`src/cst_pkg.sv`:
```
package cst_pkg;

    localparam int HOLD_DEPTH_DEF = 16;

    // result kinds
    localparam logic [1:0] KIND_DATA      = 2'd0;
    localparam logic [1:0] KIND_FIELD_END = 2'd1;
    localparam logic [1:0] KIND_ROW_END   = 2'd2;

    // input item codes
    localparam logic OP_DATA  = 1'b0;
    localparam logic OP_FLUSH = 1'b1;

    // configuration register indexes
    localparam logic [2:0] CFG_DELIMITER  = 3'd0;
    localparam logic [2:0] CFG_QUOTE      = 3'd1;
    localparam logic [2:0] CFG_TRIM       = 3'd2;
    localparam logic [2:0] CFG_SKIP_EMPTY = 3'd3;
    localparam logic [2:0] CFG_FIRST_LINE = 3'd4;
    localparam logic [2:0] CFG_LAST_LINE  = 3'd5;

    // register reset values
    localparam logic [7:0]  RST_DELIMITER  = 8'h2C;
    localparam logic [7:0]  RST_QUOTE      = 8'h22;
    localparam logic [31:0] RST_FIRST_LINE = 32'd1;
    localparam logic [31:0] RST_LAST_LINE  = 32'd0;

    localparam logic [7:0] CH_LF = 8'h0A;
    localparam logic [7:0] CH_CR = 8'h0D;

    // tab, lf, vt, ff, cr, space
    localparam logic [63:0] WS_MASK = 64'h0000_0001_0000_3E00;

    // hold buffer commands from the sequencer
    typedef struct packed {
        logic push;
        logic pop;
        logic drop;
        logic clear;
    } t_hold_cmd;

    function automatic logic is_space(input logic [7:0] c);
        logic r;
        r = (c[7:6] == 2'b00) && WS_MASK[c[5:0]];
        return r;
    endfunction

endpackage

```
`src/cst_hold.sv`:
```
module cst_hold #(
    parameter int HOLD_DEPTH = cst_pkg::HOLD_DEPTH_DEF,
    localparam int CW = $clog2(HOLD_DEPTH + 1)
) (
    input  logic               i_clk,
    input  logic               i_rst_n,
    input  cst_pkg::t_hold_cmd i_cmd,
    input  logic [7:0]         i_byte,
    output logic [CW-1:0]      o_count,
    output logic [7:0]         o_head,
    output logic               o_last_cr
);
    import cst_pkg::*;

    localparam int IW = (HOLD_DEPTH > 1) ? $clog2(HOLD_DEPTH) : 1;

    logic [7:0]    r_buf [HOLD_DEPTH];
    logic [CW-1:0] r_count;
    logic          r_last_cr;

    // oldest byte always sits at entry 0, pop shifts the line down
    always_ff @(posedge i_clk) begin
        if (i_cmd.pop) begin
            for (int i = 0; i < HOLD_DEPTH - 1; i++) begin
                r_buf[i] <= r_buf[i+1];
            end
        end else if (i_cmd.push) begin
            r_buf[r_count[IW-1:0]] <= i_byte;
        end
    end

    always_ff @(posedge i_clk) begin
        if (!i_rst_n) begin
            r_count   <= '0;
            r_last_cr <= 1'b0;
        end else begin
            priority if (i_cmd.clear) begin
                r_count <= '0;
            end else if (i_cmd.pop || i_cmd.drop) begin
                r_count <= r_count - CW'(1);
            end else if (i_cmd.push) begin
                r_count   <= r_count + CW'(1);
                r_last_cr <= (i_byte == CH_CR);
            end else begin
                r_count <= r_count;
            end
        end
    end

    assign o_count   = r_count;
    assign o_head    = r_buf[0];
    assign o_last_cr = r_last_cr;

endmodule

```
`src/csv_stream_tokenizer_top.sv`:
```
// csv tokenizer: takes one stream byte per input transfer (op 0) or an end-of-input
// flush (op 1) and returns field bytes, field-end marks and row-end marks, one result
// per output transfer, with last set on the final result of each input item. a small
// sequencer decodes the item, then walks its results out through a single output
// register; the input stalls while an item is in work. an item that ends a line goes
// through the line counter increment and the line-range compare before its results
// go out. an item has at most HOLD_DEPTH + 1 results; whitespace held for trimming
// comes out in bursts. configuration writes are taken at any time but belong to idle
// periods; writing the trim register discards held whitespace.
module csv_stream_tokenizer_top #(
    parameter int HOLD_DEPTH = cst_pkg::HOLD_DEPTH_DEF
) (
    input  logic        i_clk,
    input  logic        i_rst_n,
    // input channel
    input  logic        i_in_valid,
    output logic        o_in_stall,
    input  logic        i_op,
    input  logic [7:0]  i_in_byte,
    // output channel
    output logic        o_out_valid,
    input  logic        i_out_stall,
    output logic [1:0]  o_kind,
    output logic [7:0]  o_out_byte,
    output logic [31:0] o_line_number,
    output logic        o_last,
    // configuration write channel
    input  logic        i_cfg_valid,
    output logic        o_cfg_ready,
    input  logic [2:0]  i_cfg_index,
    input  logic [31:0] i_cfg_data
);
    import cst_pkg::*;

    localparam int CW = $clog2(HOLD_DEPTH + 1);

    typedef enum logic [2:0] {
        S_IDLE,
        S_DECODE,
        S_LINE_INC,
        S_LINE_CMP,
        S_EMIT
    } t_state;

    // normal, inside quotes, quote seen inside quotes, after the closing quote
    typedef enum logic [1:0] {
        M_NORMAL,
        M_QUOTED,
        M_PENDING,
        M_CLOSED
    } t_mode;

    t_state r_state, n_state;

    // configuration
    logic [7:0]  r_delim, n_delim;
    logic [7:0]  r_quote, n_quote;
    logic        r_trim, n_trim;
    logic        r_skip, n_skip;
    logic [31:0] r_first_line, n_first_line;
    logic [31:0] r_last_line, n_last_line;

    // captured item
    logic        r_op, n_op;
    logic [7:0]  r_c, n_c;

    // parser state
    t_mode       r_mode, n_mode;
    logic        r_raw, n_raw;
    logic        r_data, n_data;
    logic        r_rowf, n_rowf;
    logic [31:0] r_line, n_line;
    logic [31:0] r_line_inc, n_line_inc;

    // result plan, walked out during emit
    logic [CW-1:0] r_flush_left, n_flush_left;
    logic        r_ovf, n_ovf;
    logic        r_byte_pend, n_byte_pend;
    logic        r_fend_pend, n_fend_pend;
    logic        r_rend_pend, n_rend_pend;
    // actions applied once all results are out
    logic        r_push, n_push;
    logic        r_fend, n_fend;
    logic        r_rend, n_rend;
    logic        r_clear, n_clear;

    // output register
    logic        r_out_valid, n_out_valid;
    logic [1:0]  r_kind, n_kind;
    logic [7:0]  r_out_byte, n_out_byte;
    logic [31:0] r_line_out, n_line_out;
    logic        r_last, n_last;

    // hold buffer
    t_hold_cmd   hold_cmd;
    logic [CW-1:0] hold_count;
    logic [7:0]  hold_head;
    logic        hold_last_cr;

    // decode results
    logic        d_drop, d_flush, d_ovf, d_push, d_byte, d_fend, d_fend_emit;
    logic        d_rend, d_clear;
    t_mode       d_mode;
    logic        d_raw, d_data, d_rowf;
    logic [CW-1:0] d_flush_n;

    logic        slot_free;
    logic        pending;
    logic        cfg_we;

    cst_hold #(
        .HOLD_DEPTH (HOLD_DEPTH)
    ) u_hold (
        .i_clk     (i_clk),
        .i_rst_n   (i_rst_n),
        .i_cmd     (hold_cmd),
        .i_byte    (r_c),
        .o_count   (hold_count),
        .o_head    (hold_head),
        .o_last_cr (hold_last_cr)
    );

    assign o_in_stall  = (r_state != S_IDLE);
    assign o_cfg_ready = 1'b1;
    assign cfg_we      = i_cfg_valid;
    assign slot_free   = !r_out_valid || !i_out_stall;

    // item decode: what to flush, emit and close for the captured item
    always_comb begin
        logic is_d, is_lf, is_q, is_cr, sp;
        logic dbyte, crhold, rowf_after;
        is_d   = (r_c == r_delim);
        is_lf  = (r_c == CH_LF);
        is_q   = (r_c == r_quote);
        is_cr  = (r_c == CH_CR);
        sp     = is_space(r_c);
        dbyte  = 1'b0;
        crhold = 1'b0;

        d_drop      = 1'b0;
        d_flush     = 1'b0;
        d_ovf       = 1'b0;
        d_push      = 1'b0;
        d_byte      = 1'b0;
        d_fend      = 1'b0;
        d_fend_emit = 1'b0;
        d_rend      = 1'b0;
        d_clear     = 1'b0;
        d_mode      = r_mode;
        d_raw       = r_raw;
        d_data      = r_data;
        d_rowf      = r_rowf;

        if (r_op == OP_FLUSH) begin
            if (r_mode != M_NORMAL) begin
                d_fend = 1'b1;
            end else if (r_raw) begin
                d_flush = !r_trim;
                d_fend  = 1'b1;
            end
            d_clear = 1'b1;
        end else begin
            unique case (r_mode)
                M_NORMAL: begin
                    priority if (is_d) begin
                        d_flush = !r_trim;
                        d_fend  = 1'b1;
                    end else if (is_lf) begin
                        if (!r_trim) begin
                            // cr directly before lf is dropped
                            d_drop  = (hold_count != '0) && hold_last_cr;
                            d_flush = 1'b1;
                        end
                        d_fend = 1'b1;
                        d_rend = 1'b1;
                    end else if (is_q && !r_raw) begin
                        d_raw  = 1'b1;
                        d_mode = M_QUOTED;
                    end else begin
                        d_raw  = 1'b1;
                        dbyte  = 1'b1;
                        crhold = 1'b1;
                    end
                end
                M_QUOTED: begin
                    if (is_q) begin
                        d_mode = M_PENDING;
                    end else begin
                        dbyte = 1'b1;
                    end
                end
                M_PENDING: begin
                    if (is_q) begin
                        // doubled quote
                        dbyte  = 1'b1;
                        d_mode = M_QUOTED;
                    end else begin
                        d_mode = M_CLOSED;
                        if (is_d) begin
                            d_fend = 1'b1;
                        end else if (is_lf) begin
                            d_fend = 1'b1;
                            d_rend = 1'b1;
                        end
                    end
                end
                M_CLOSED: begin
                    if (is_d) begin
                        d_fend = 1'b1;
                    end else if (is_lf) begin
                        d_fend = 1'b1;
                        d_rend = 1'b1;
                    end
                end
                default: begin
                    d_mode = M_NORMAL;
                end
            endcase
        end

        // data byte handling, trimmed or plain
        if (dbyte) begin
            if (r_trim) begin
                if (sp) begin
                    if (r_data) begin
                        d_push = 1'b1;
                        d_ovf  = (hold_count == CW'(HOLD_DEPTH));
                    end
                end else begin
                    d_flush = 1'b1;
                    d_byte  = 1'b1;
                end
            end else begin
                d_flush = 1'b1;
                if (crhold && is_cr) begin
                    d_push = 1'b1;
                end else begin
                    d_byte = 1'b1;
                end
            end
        end

        d_flush_n = d_flush ? (hold_count - CW'(d_drop)) : '0;
        if (d_flush_n != '0 || d_byte) begin
            d_data = 1'b1;
        end

        d_fend_emit = d_fend && (d_data || !r_skip);
        rowf_after  = r_rowf || d_fend_emit;
        if (r_op == OP_FLUSH) begin
            d_rend = rowf_after;
        end

        if (d_fend) begin
            d_raw  = 1'b0;
            d_data = 1'b0;
            d_mode = M_NORMAL;
        end
        d_rowf = d_rend ? 1'b0 : rowf_after;
        if (d_clear) begin
            d_mode = M_NORMAL;
            d_raw  = 1'b0;
            d_data = 1'b0;
            d_rowf = 1'b0;
        end
    end

    assign pending = (r_flush_left != '0) || r_ovf || r_byte_pend || r_fend_pend
                   || r_rend_pend;

    // sequencer next state
    always_comb begin
        n_state      = r_state;
        n_delim      = r_delim;
        n_quote      = r_quote;
        n_trim       = r_trim;
        n_skip       = r_skip;
        n_first_line = r_first_line;
        n_last_line  = r_last_line;
        n_op         = r_op;
        n_c          = r_c;
        n_mode       = r_mode;
        n_raw        = r_raw;
        n_data       = r_data;
        n_rowf       = r_rowf;
        n_line       = r_line;
        n_line_inc   = r_line_inc;
        n_flush_left = r_flush_left;
        n_ovf        = r_ovf;
        n_byte_pend  = r_byte_pend;
        n_fend_pend  = r_fend_pend;
        n_rend_pend  = r_rend_pend;
        n_push       = r_push;
        n_fend       = r_fend;
        n_rend       = r_rend;
        n_clear      = r_clear;
        n_out_valid  = r_out_valid && i_out_stall;
        n_kind       = r_kind;
        n_out_byte   = r_out_byte;
        n_line_out   = r_line_out;
        n_last       = r_last;
        hold_cmd     = '0;

        if (cfg_we) begin
            unique case (i_cfg_index)
                CFG_DELIMITER:  n_delim = i_cfg_data[7:0];
                CFG_QUOTE:      n_quote = i_cfg_data[7:0];
                CFG_TRIM: begin
                    n_trim         = i_cfg_data[0];
                    hold_cmd.clear = 1'b1;
                end
                CFG_SKIP_EMPTY: n_skip = i_cfg_data[0];
                CFG_FIRST_LINE: n_first_line = i_cfg_data;
                CFG_LAST_LINE:  n_last_line = i_cfg_data;
                default: begin
                end
            endcase
        end

        unique case (r_state)
            S_IDLE: begin
                if (i_in_valid) begin
                    n_op    = i_op;
                    n_c     = i_in_byte;
                    n_state = S_DECODE;
                end
            end
            S_DECODE: begin
                n_mode        = d_mode;
                n_raw         = d_raw;
                n_data        = d_data;
                n_rowf        = d_rowf;
                n_flush_left  = d_flush_n;
                n_ovf         = d_ovf;
                n_byte_pend   = d_byte;
                n_fend_pend   = d_fend_emit;
                n_rend_pend   = 1'b0;
                n_push        = d_push;
                n_fend        = d_fend;
                n_rend        = d_rend;
                n_clear       = d_clear;
                hold_cmd.drop = d_drop;
                n_state       = d_rend ? S_LINE_INC : S_EMIT;
            end
            S_LINE_INC: begin
                // saturating line counter
                n_line_inc = (&r_line) ? r_line : r_line + 32'd1;
                n_state    = S_LINE_CMP;
            end
            S_LINE_CMP: begin
                n_rend_pend = (r_line_inc >= r_first_line)
                           && ((r_last_line == '0) || (r_line_inc <= r_last_line));
                n_state     = S_EMIT;
            end
            S_EMIT: begin
                if (!pending) begin
                    // all results out: apply deferred updates
                    hold_cmd.push  = r_push;
                    hold_cmd.clear = r_fend || r_clear;
                    if (r_clear) begin
                        n_line = '0;
                    end else if (r_rend) begin
                        n_line = r_line_inc;
                    end
                    n_state = S_IDLE;
                end else if (slot_free) begin
                    n_out_valid = 1'b1;
                    n_out_byte  = '0;
                    n_line_out  = r_line;
                    priority if (r_flush_left != '0) begin
                        n_kind       = KIND_DATA;
                        n_out_byte   = hold_head;
                        hold_cmd.pop = 1'b1;
                        n_flush_left = r_flush_left - CW'(1);
                        n_last       = (r_flush_left == CW'(1)) && !r_ovf && !r_byte_pend
                                    && !r_fend_pend && !r_rend_pend;
                    end else if (r_ovf) begin
                        // buffer full: oldest held byte goes out
                        n_kind       = KIND_DATA;
                        n_out_byte   = hold_head;
                        hold_cmd.pop = 1'b1;
                        n_ovf        = 1'b0;
                        n_last       = !r_byte_pend && !r_fend_pend && !r_rend_pend;
                    end else if (r_byte_pend) begin
                        n_kind      = KIND_DATA;
                        n_out_byte  = r_c;
                        n_byte_pend = 1'b0;
                        n_last      = !r_fend_pend && !r_rend_pend;
                    end else if (r_fend_pend) begin
                        n_kind      = KIND_FIELD_END;
                        n_fend_pend = 1'b0;
                        n_last      = !r_rend_pend;
                    end else begin
                        n_kind      = KIND_ROW_END;
                        n_line_out  = r_line_inc;
                        n_rend_pend = 1'b0;
                        n_last      = 1'b1;
                    end
                end
            end
            default: begin
                n_state = S_IDLE;
            end
        endcase
    end

    always_ff @(posedge i_clk) begin
        if (!i_rst_n) begin
            r_state      <= S_IDLE;
            r_delim      <= RST_DELIMITER;
            r_quote      <= RST_QUOTE;
            r_trim       <= 1'b0;
            r_skip       <= 1'b0;
            r_first_line <= RST_FIRST_LINE;
            r_last_line  <= RST_LAST_LINE;
            r_mode       <= M_NORMAL;
            r_raw        <= 1'b0;
            r_data       <= 1'b0;
            r_rowf       <= 1'b0;
            r_line       <= '0;
            r_flush_left <= '0;
            r_ovf        <= 1'b0;
            r_byte_pend  <= 1'b0;
            r_fend_pend  <= 1'b0;
            r_rend_pend  <= 1'b0;
            r_push       <= 1'b0;
            r_fend       <= 1'b0;
            r_rend       <= 1'b0;
            r_clear      <= 1'b0;
            r_out_valid  <= 1'b0;
        end else begin
            r_state      <= n_state;
            r_delim      <= n_delim;
            r_quote      <= n_quote;
            r_trim       <= n_trim;
            r_skip       <= n_skip;
            r_first_line <= n_first_line;
            r_last_line  <= n_last_line;
            r_mode       <= n_mode;
            r_raw        <= n_raw;
            r_data       <= n_data;
            r_rowf       <= n_rowf;
            r_line       <= n_line;
            r_flush_left <= n_flush_left;
            r_ovf        <= n_ovf;
            r_byte_pend  <= n_byte_pend;
            r_fend_pend  <= n_fend_pend;
            r_rend_pend  <= n_rend_pend;
            r_push       <= n_push;
            r_fend       <= n_fend;
            r_rend       <= n_rend;
            r_clear      <= n_clear;
            r_out_valid  <= n_out_valid;
        end
        // payload, no reset needed
        r_op       <= n_op;
        r_c        <= n_c;
        r_line_inc <= n_line_inc;
        r_kind     <= n_kind;
        r_out_byte <= n_out_byte;
        r_line_out <= n_line_out;
        r_last     <= n_last;
    end

    assign o_out_valid   = r_out_valid;
    assign o_kind        = r_kind;
    assign o_out_byte    = r_out_byte;
    assign o_line_number = r_line_out;
    assign o_last        = r_last;

endmodule

```
`config.mk`:
```
export PLATFORM = sky130hd
export DESIGN_NAME = csv_stream_tokenizer_top
export DESIGN_NICKNAME = d
export VERILOG_FILES = /design/src/cst_pkg.sv /design/src/cst_hold.sv /design/src/csv_stream_tokenizer_top.sv
export SDC_FILE = /design/constraint.sdc
export NUM_CORES = 1
export LEC_CHECK = 0
export BUFFER_PORTS_ARGS = -buffer_cell sky130_fd_sc_hd__buf_2
export CORE_MARGIN = 1
export CORE_UTILIZATION = 45
export DETAILED_ROUTE_END_ITERATION = 8
export GPL_ROUTABILITY_DRIVEN = 0
export PLACE_DENSITY_LB_ADDON = 0.05
export SLEW_MARGIN = 25
export SYNTH_ARGS = -nofsm -noshare
export SYNTH_HDL_FRONTEND = slang
export SYNTH_SLANG_ARGS = --single-unit
```
`constraint.sdc`:
```
create_clock -name i_clk -period 4.8 [get_ports i_clk]
set_clock_uncertainty 0.15 [all_clocks]
set_input_delay 0.96 -clock i_clk [delete_from_list [all_inputs] [get_ports i_clk]]
set_output_delay 0.96 -clock i_clk [all_outputs]
set_load 0.01 [all_outputs]
```
==> results_dict.tcl, run 1 <==
set metrics [dict create \
    min_path_type "flop to flop" \
    synth_cell_types 72 \
    final_nets 1851 \
    place_hpwl_mm 30.8 \
    cts_tree "built" \
    drive_gt1_frac 0.190 \
    avgSynthCellArea_sq_um 10.6 \
    fin_hold_ws_ns 0.313 \
    drtPass1Iterations 5 \
    clk_pin_slew_ns 0.06 \
    grt_pass1_vias 12400 \
    worstMarginPinSlew_ns 1.02 \
    crit_fanout 19 \
    grt_overflow 0 \
    synth_area_sq_um 17500 \
    cts_root_buf "clkbuf_16" \
    maxCapViolations 0 \
    vias_per_cell 5.38 \
    end_kind "flop" \
    synth-main-ff-cell "edfxtp_1" \
    max_freq_mhz 252 \
    ys_ff_latch 355 \
    wirelength_mm 44.8 \
    route.detailed.drc 0 \
    path_delay_family "simple AND/OR/NAND/NOR gates" \
    antenna_found_initial 0 \
    cp-start-kind "flop" \
    core.rowCount 71 \
    drtIter0Drc 590 \
    p_leak_nw 7.14 \
    slew-limit-headroom 0.318 \
    pin_count 95 \
    post-cts-setup-buffers 0 \
    track_usage 0.234 \
    crit_chain "inv_1 -> ha_1 -> or4b_1 -> nand2b_1 -> nand3_1 -> a21boi_0 -> inv_1 -> fa_1 -> a21o_1 -> a21oi_1 -> mux2i_1 -> xnor2_1 -> nor2_1" \
    outcome "finished, final reports clean" \
    synth_edf_count 212 \
    initial_core_util 0.460 \
    num_vias 12200 \
    path_class "flop to flop" \
    ant_nets 0 \
    grt_first_pass_wirelength_mm 70.2 \
    wl_per_cell_um 19.8 \
    rsz0062_at_grt "no" \
    slew_violations 0 \
    clockBufferDepth 3 \
    core_sq_um 37900 \
    critical_path_buf_inv_count 2 \
    cts.hold.buffers_added 0 \
    cts_num_sinks 355 \
    dieWidth_um 199 \
    setup_viol 0 \
    grt_max_degree 87 \
    power_density_nw_per_um2 356 \
    crit_slowest_cell "or4b_1" \
    period_share 0.825 \
    finalHoldViolCount 0 \
    ys_seq_area_frac 0.529 \
    clock_latency_ns 0.56 \
    dieArea_sq_um 39600 \
    synthCells 1650 \
    worstPathArrival_ns 4.24 \
    cts_htree_levels 2 \
    ys_async_sr_fraction 0 \
    diodes 0 \
    period_minus_slack_ns 3.96 \
    peakVddDrop_mv 0.186 \
    io_buffer_count 93 \
    die_y_um 199 \
    synth_warnings 0 \
    areaGrowthSynthToFinish_pct 13.3 \
    post_cts_resized 0 \
    synth_fp_nets 1777 \
    cp.required_ns 5.08 \
    slowest_delay_ns 0.53 \
    cts_made_buffers 40 \
    setup_tns_ns 0 \
    path_common_cell "inv_1" \
]
## flip-flops by register name (all words and copies together) (netlist names), 2 cells and up, named ones only
register	cells
r_first_line	32
r_state	3
r_quote	8
o_kind	2
r_c	8
r_line	32
r_flush_left	5
r_last_line	32
r_mode	2
o_out_byte	8
u_hold.o_count	5
r_delim	8
r_line_inc	32
o_line_number	32
u_hold.r_buf	128
## path summary, 6_finish.rpt
check	from	endpoint	slack [ns]	cells past startpoint
worst min-delay path	r_first_line[19]$_SDFFE_PN0P_	r_first_line[19]$_SDFFE_PN0P_	0.31	2
worst max register to register	r_flush_left[0]$_SDFFE_PN0P_	u_hold.o_count[4]$_SDFFE_PP0P_	0.84	13
worst max-delay path	r_flush_left[0]$_SDFFE_PN0P_	u_hold.o_count[4]$_SDFFE_PP0P_	0.84	13
worst min register to register	r_first_line[19]$_SDFFE_PN0P_	r_first_line[19]$_SDFFE_PN0P_	0.31	2
## tightest hold or removal path, cell delays in order (launching register included)
cell      delay (ns)
dfxtp_1         0.31
nand2_1         0.05
a21boi_0        0.06
## power by group
| part | leakage, nW | switching (W) | internal, W | total [W] |
|---|---|---|---|---|
| registers | 3.09 | 0.0000544 | 0.00331 | 0.00337 |
| clock network | 0.642 | 0.00127 | 0.00185 | 0.00312 |
| logic | 3.41 | 0.000377 | 0.000181 | 0.000558 |
| total | 7.14 | 0.00170 | 0.00534 | 0.00704 |
## kinds of logic after synthesis
| family | after synthesis | share of synthesized area |
|---|---|---|
| and+or+nand+nor | 605 | 0.164 |
| muxes | 132 | 0.0844 |
| buffers and inverters | 169 | 0.0368 |
| adders and majority gates | 78 | 0.0563 |
| DFF | 355 | 0.529 |
| xor gates and xnor gates | 54 | 0.0271 |
| other | 1 | 0.000215 |
| AOI/OAI and AO/OA | 256 | 0.102 |
## cell usage in the layout, fill, tap and decap left out, drive strengths merged, types with 25 or more instances in the layout
cell type and n:
nand2 371, edfxtp 212, dfxtp 143, mux2 122, buf 119, a21boi 114
inv 83, ha 77, clkbuf 50, nor2 43, o21ai 41, nand3b 34
xnor2 31, nand4 28, nand3 27, a21oi 26, nor3 25
## metrics by stage
stage               worst slack, ns  std cells  total power (W)   util  area (sq um)
global route                  0.450       2266          0.00728  0.521         19800
global placement              0.964       2193          0.00399  0.486         18400
floorplan                      1.15       1650          0.00377      -         17500
detailed placement            0.876       2193          0.00399  0.486         18400
CTS                           0.847       2266          0.00712  0.521         19800
finish                        0.839       2266          0.00704  0.521         19800
## synthesized netlist by cell type, drive strengths merged, types with 5 or more instances
cell	instances	area, sq um
nand2	371	1420
inv	81	304
xor2	23	201
xnor2	31	272
and2	7	43.8
o21ai	41	205
or3	5	31.3
mux2i	10	100
nor4	14	87.6
and3	5	31.3
nand2b	9	56.3
nor3b	7	52.6
nor2b	13	81.3
nand4	28	175
clkbuf	79	297
a31oi	9	56.3
ha	77	963
nand3b	34	255
nor2	43	174
mux2	122	1370
nand3	27	150
a21boi	114	856
nor3	25	153
a21o	13	97.6
o31ai	6	45.0
o21a	11	82.6
dfxtp	143	2860
edfxtp	212	6370
a21oi	26	130
buf	8	38.8
## cell type report
cell class              instances  area, sq um
flip-flops and latches        355         9230
repair buffers                119          663
fillers                      3506        18200
well taps                     511          639
clock inverters                23          225
inverters                      82          308
multi-input cells            1126         7610
clock buffers                  50         1100
## layer usage
| metal | routed length (um) | vias up | track usage | part of all wire |
|---|---|---|---|---|
| li1 | - | 5969 | - | - |
| met1 | 20100 | 5921 | 0.298 | 0.45 |
| met2 | 21800 | 219 | 0.403 | 0.49 |
| met3 | 1480 | 75 | 0.0293 | 0.033 |
| met4 | 1370 | 0 | 0.0880 | 0.031 |
| met5 | 0 | - | 0 | 0 |
No activity file was read; power rests on OpenSTA's default activity.
==> inputs of run 2 (changes only) <==
- clock period: 4.8 -> 3.5 ns (I/O delays scaled with it)
==> results_dict.tcl, run 2 (synthesis gave the netlist of run 1 again) <==
set metrics [dict create \
    min_path_type "input pin to flop" \
    cts_htree_levels 2 \
    drive_gt1_frac 0.207 \
    place_ws_ns 0.106 \
    grt_max_degree 71 \
    nFillCells 3454 \
    p_leak_nw 7.29 \
    diodes 0 \
    wl_per_cell_um 19.0 \
    cts_root_buf "clkbuf_16" \
    initial_core_util 0.460 \
    final_cells 2294 \
    cts_made_buffers 40 \
    worstMarginPinSlew_ns 0.851 \
    vias_per_cell 5.31 \
    slew-limit-headroom 0.431 \
    placedCellCount 2222 \
    cp-start-kind "flop" \
    setup.worst_path.end "r_state[2]$_SDFFE_PN0P_" \
    period_minus_slack_ns 3.32 \
    track_usage 0.228 \
    cts_tree "built" \
    num_vias 12200 \
    largest_reg_flops 128 \
    cts_num_sinks 355 \
    worstPathArrival_ns 3.61 \
    drtPass1Iterations 7 \
    core_sq_um 37900 \
    clock_latency_ns 0.55 \
    outcome "finished, final reports clean" \
    period_share 0.948 \
    path_class "flop to flop" \
    dieWidth_um 199 \
    max_freq_mhz 301 \
    die_y_um 199 \
    io_buffer_count 93 \
    worst_slack_ns 0.183 \
    route.detailed.drc 0 \
    maxCapViolations 0 \
    most-common-layout-cells "358 x nand2_1, 212 x edfxtp_1, 143 x dfxtp_1" \
    finalHoldViolCount 0 \
    peakVddDrop_mv 0.359 \
    ant_nets 0 \
    drtIter0Drc 575 \
    dieArea_sq_um 39600 \
    grt_pass1_vias 12400 \
    areaGrowthSynthToFinish_pct 14.8 \
    core.rowCount 71 \
    cp.required_ns 3.79 \
    hold_depth 1 \
    crit-reg2reg-launch "u_hold.o_count[0]$_SDFFE_PP0P_" \
    place_hpwl_mm 29.9 \
    regToRegSetupSlack_ns 0.18 \
    end_kind "flop" \
    r2r_cells 12 \
    top_register "u_hold.r_buf" \
    power_density_nw_per_um2 480 \
    setup_viol 0 \
    slew_violations 0 \
    layout_commonest_cell "nand2_1" \
    r2r-end "r_state[2]$_SDFFE_PN0P_" \
    rsz0062_at_grt "yes" \
    grt_first_pass_wirelength_mm 69.3 \
    pin_count 95 \
    crit_fanout 3 \
    wirelength_mm 43.6 \
    final_core_util 0.528 \
    clockBufferDepth 3 \
    power_w 0.00963 \
    grt_overflow 0 \
    setup.worst_path.start "u_hold.o_count[0]$_SDFFE_PP0P_" \
    clk_pin_slew_ns 0.06 \
    final_nets 1880 \
    antenna_found_initial 0 \
]
run 2: report_power, final:
group	leakage (nW)	internal, W	switching (W)	total [W]
logic	3.56	0.000295	0.000536	0.000831
registers	3.09	0.00454	0.0000668	0.00461
clock network	0.643	0.00250	0.00169	0.00419
run 2: stage by stage:
| step | hold slack (ns) | instance area (sq um) | setup TNS (ns) |
|---|---|---|---|
| floorplan | 0.293 | 17500 | 0 |
| global placement | 0.302 | 18700 | 0 |
| detailed placement | 0.309 | 18700 | 0 |
| CTS | 0.144 | 20000 | 0 |
| global route | 0.153 | 20000 | -0.0381 |
| finish | 0.181 | 20000 | 0 |
run 2: worst min path at each step:
stage | from | endpoint | slack, ns
CTS | i_op | r_op$_DFFE_PP_ | 0.14
finish | i_op | r_op$_DFFE_PP_ | 0.18
global route | i_op | r_op$_DFFE_PP_ | 0.15
floorplan | r_first_line[10]$_SDFFE_PN0P_ | r_first_line[10]$_SDFFE_PN0P_ | 0.29
detailed placement | r_first_line[21]$_SDFFE_PN0P_ | r_first_line[21]$_SDFFE_PN0P_ | 0.31
global placement | r_first_line[15]$_SDFFE_PN0P_ | r_first_line[15]$_SDFFE_PN0P_ | 0.30
run 2: worst max-delay path, stage by stage (launching register included):
cell and delay (ns):
dfxtp_1 0.32, or4_1 0.59, o2111ai_2 0.22, a2111oi_2 0.08, buf_4 0.16, ha_1 0.20, ha_1 0.21, xnor2_1 0.20
nand3_1 0.10, or3_1 0.33, a21oi_1 0.20, a31oi_1 0.16, o311ai_0 0.32
run 2: routing by layer:
metal	global-route usage	wire length (um)	vias up
met1	0.291	19700	5901
met5	0	0	-
met3	0.0322	1430	53
li1	-	-	6034
met2	0.403	21800	194
met4	0.0618	741	0
run 2: final cells by class:
cell class / instances / area (sq um) / area share
Timing Repair Buffer: 148 / 910 / 0.0454
Multi-Input combinational cell: 1126 / 7660 / 0.382
Sequential cell: 355 / 9230 / 0.460
Clock buffer: 55 / 1140 / 0.0569
Inverter: 82 / 308 / 0.0154
Tap cell: 511 / 639 / 0.0319
Clock inverter: 17 / 159 / 0.00793
run 2: repair_timing:
action,CTS,global route
endpoints found under the setup margin,0,13
hold buffers,0,0
setup buffers,0,0
gates resized for setup,0,12
==> inputs of run 3 (changes only) <==
- PLACE_DENSITY_LB_ADDON: 0.05 -> default
- SETUP_SLACK_MARGIN: default -> 0.15
==> results_dict.tcl, run 3 (synthesis gave the netlist of run 1 again) <==
set metrics [dict create \
    layout_commonest_cell "nand2_1" \
    multi_input_area_sq_um 7840 \
    end_kind "flop" \
    slew_violations 0 \
    period_share 0.936 \
    clockBufferDepth 3 \
    max_freq_mhz 305 \
    most-common-layout-cells "344 x nand2_1, 212 x edfxtp_1, 140 x dfxtp_1" \
    grt_pass1_vias 12100 \
    slew-limit-headroom 0.375 \
    clock_latency_ns 0.56 \
    core_sq_um 37900 \
    nFillCells 3398 \
    die_y_um 199 \
    initial_core_util 0.460 \
    grt_max_degree 81 \
    cts_num_sinks 355 \
    regToRegSetupSlack_ns 0.22 \
    antenna_found_initial 4 \
    r2r-end "u_hold.r_buf[13][3]$_DFFE_PP_" \
    period_minus_slack_ns 3.28 \
    cts_root_buf "clkbuf_16" \
    drtPass1Iterations 5 \
    grt_overflow 0 \
    stdcell_area_sq_um 20300 \
    track_usage 0.225 \
    wl_per_cell_um 19.2 \
    maxCapViolations 0 \
    core.rowCount 71 \
    grt_first_pass_wirelength_mm 68.3 \
    wirelength_mm 44.1 \
    finalHoldViolCount 0 \
    pin_count 95 \
    dieWidth_um 199 \
    p_leak_nw 7.36 \
    top_register "u_hold.r_buf" \
    r2r_cells 10 \
    place_area_sq_um 18700 \
    route.detailed.drc 0 \
    cts_tree "built" \
    cts_htree_levels 2 \
    worstMarginPinSlew_ns 0.930 \
    cp.required_ns 3.65 \
    rsz0062_at_grt "no" \
    outcome "finished, final reports clean" \
    cts_made_buffers 40 \
    worstPathArrival_ns 3.43 \
    place_hpwl_mm 30.1 \
    io_buffer_count 93 \
    peakVddDrop_mv 0.305 \
    dieArea_sq_um 39600 \
    seqCellArea_sq_um 9230 \
    setup.worst_path.start "r_flush_left[0]$_SDFFE_PN0P_" \
    ant_nets 0 \
    crit-reg2reg-launch "r_flush_left[0]$_SDFFE_PN0P_" \
    setup_viol 0 \
    final_nets 1886 \
    drive_gt1_frac 0.228 \
    power_density_nw_per_um2 474 \
    min_path_type "input pin to flop" \
    cp-start-kind "flop" \
    path_class "flop to flop" \
    num_vias 12500 \
    crit_fanout 8 \
    setup.worst_path.end "u_hold.r_buf[13][3]$_DFFE_PP_" \
    drtIter0Drc 764 \
    setup_tns_ns 0 \
    clk_pin_slew_ns 0.06 \
    final_cells 2300 \
    vias_per_cell 5.44 \
    fin_hold_ws_ns 0.186 \
    placedCellCount 2217 \
    largest_reg_flops 128 \
    power_w 0.00963 \
    areaGrowthSynthToFinish_pct 16.3 \
]
==> run 3: cell types whose count changed in the layout (fill, tap and decap cells not counted), moves of 3 or more <==
| cell | change |
|---|---|
| dfxtp_2 | +3 |
| inv_6 | +3 |
| mux2_4 | +8 |
| nand2_1 | -14 |
| mux2_2 | -8 |
| nand2_2 | +14 |
| dfxtp_1 | -3 |
| clkbuf_1 | -3 |
==> run 3: cell type report <==
type / count / area share
clock inverter: 19 / 0.00789
clock buffer: 52 / 0.0561
timing repair buffer: 154 / 0.0489
tap: 511 / 0.0315
inverter: 82 / 0.0152
sequential: 355 / 0.455
antenna: 1 / 0.000123
multi-input combinational: 1126 / 0.386
==> run 3: worst max-delay path, stage by stage, from the launching register on <==
cell and delay (ns):
dfxtp_2 0.34, inv_2 0.09, ha_4 0.13, or4b_4 0.49, or4_4 0.53, nor4b_4 0.36
nand2_2 0.16, buf_6 0.16, nor3_4 0.10, buf_6 0.19, mux2_4 0.31
==> run 3: worst min path at each step <==
stage / cells past startpoint / startpoint / endpoint / slack (ns)
after global routing: 1 / i_op / r_op$_DFFE_PP_ / 0.18
final: 1 / i_op / r_op$_DFFE_PP_ / 0.19
after global placement: 2 / r_first_line[6]$_SDFFE_PN0P_ / r_first_line[6]$_SDFFE_PN0P_ / 0.30
after CTS: 1 / i_op / r_op$_DFFE_PP_ / 0.16
after detailed placement: 2 / r_first_line[21]$_SDFFE_PN0P_ / r_first_line[21]$_SDFFE_PN0P_ / 0.31
after floorplan: 2 / r_first_line[10]$_SDFFE_PN0P_ / r_first_line[10]$_SDFFE_PN0P_ / 0.29
==> run 3: layer usage <==
metal | vias to the layer above | part of all wire | track usage
met4 | 2 | 0.021 | 0.0661
li1 | 6058 | - | -
met3 | 65 | 0.053 | 0.0319
met5 | - | 0.00023 | 0
met1 | 6059 | 0.48 | 0.328
met2 | 320 | 0.44 | 0.346
==> run 3: metrics by stage <==
step / utilization / setup WS [ns]
6_report: 0.535 / 0.222
2_1_floorplan: - / 0.112
3_3_place_gp: 0.492 / 0.153
4_1_cts: 0.528 / 0.0741
5_1_grt: 0.535 / 0.119
3_5_place_dp: 0.492 / 0.0749
==> run 3: repair_timing <==
| item | 4_1_cts | 5_1_grt |
|---|---|---|
| pin swaps | 0 | 9 |
| resized for setup | 12 | 46 |
| buffers inserted | 0 | 10 |
| endpoints found under the setup margin | 89 | 282 |
| gates cloned | 0 | 1 |
| hold buffers | 0 | 0 |
==> run 3: where the power goes <==
group          switching, W  total (W)  internal [W]  leakage (nW)
logic              0.000553   0.000859      0.000306          3.63
clock network       0.00170    0.00416       0.00245         0.645
registers         0.0000702    0.00461       0.00454          3.09
total               0.00233    0.00963       0.00730          7.36
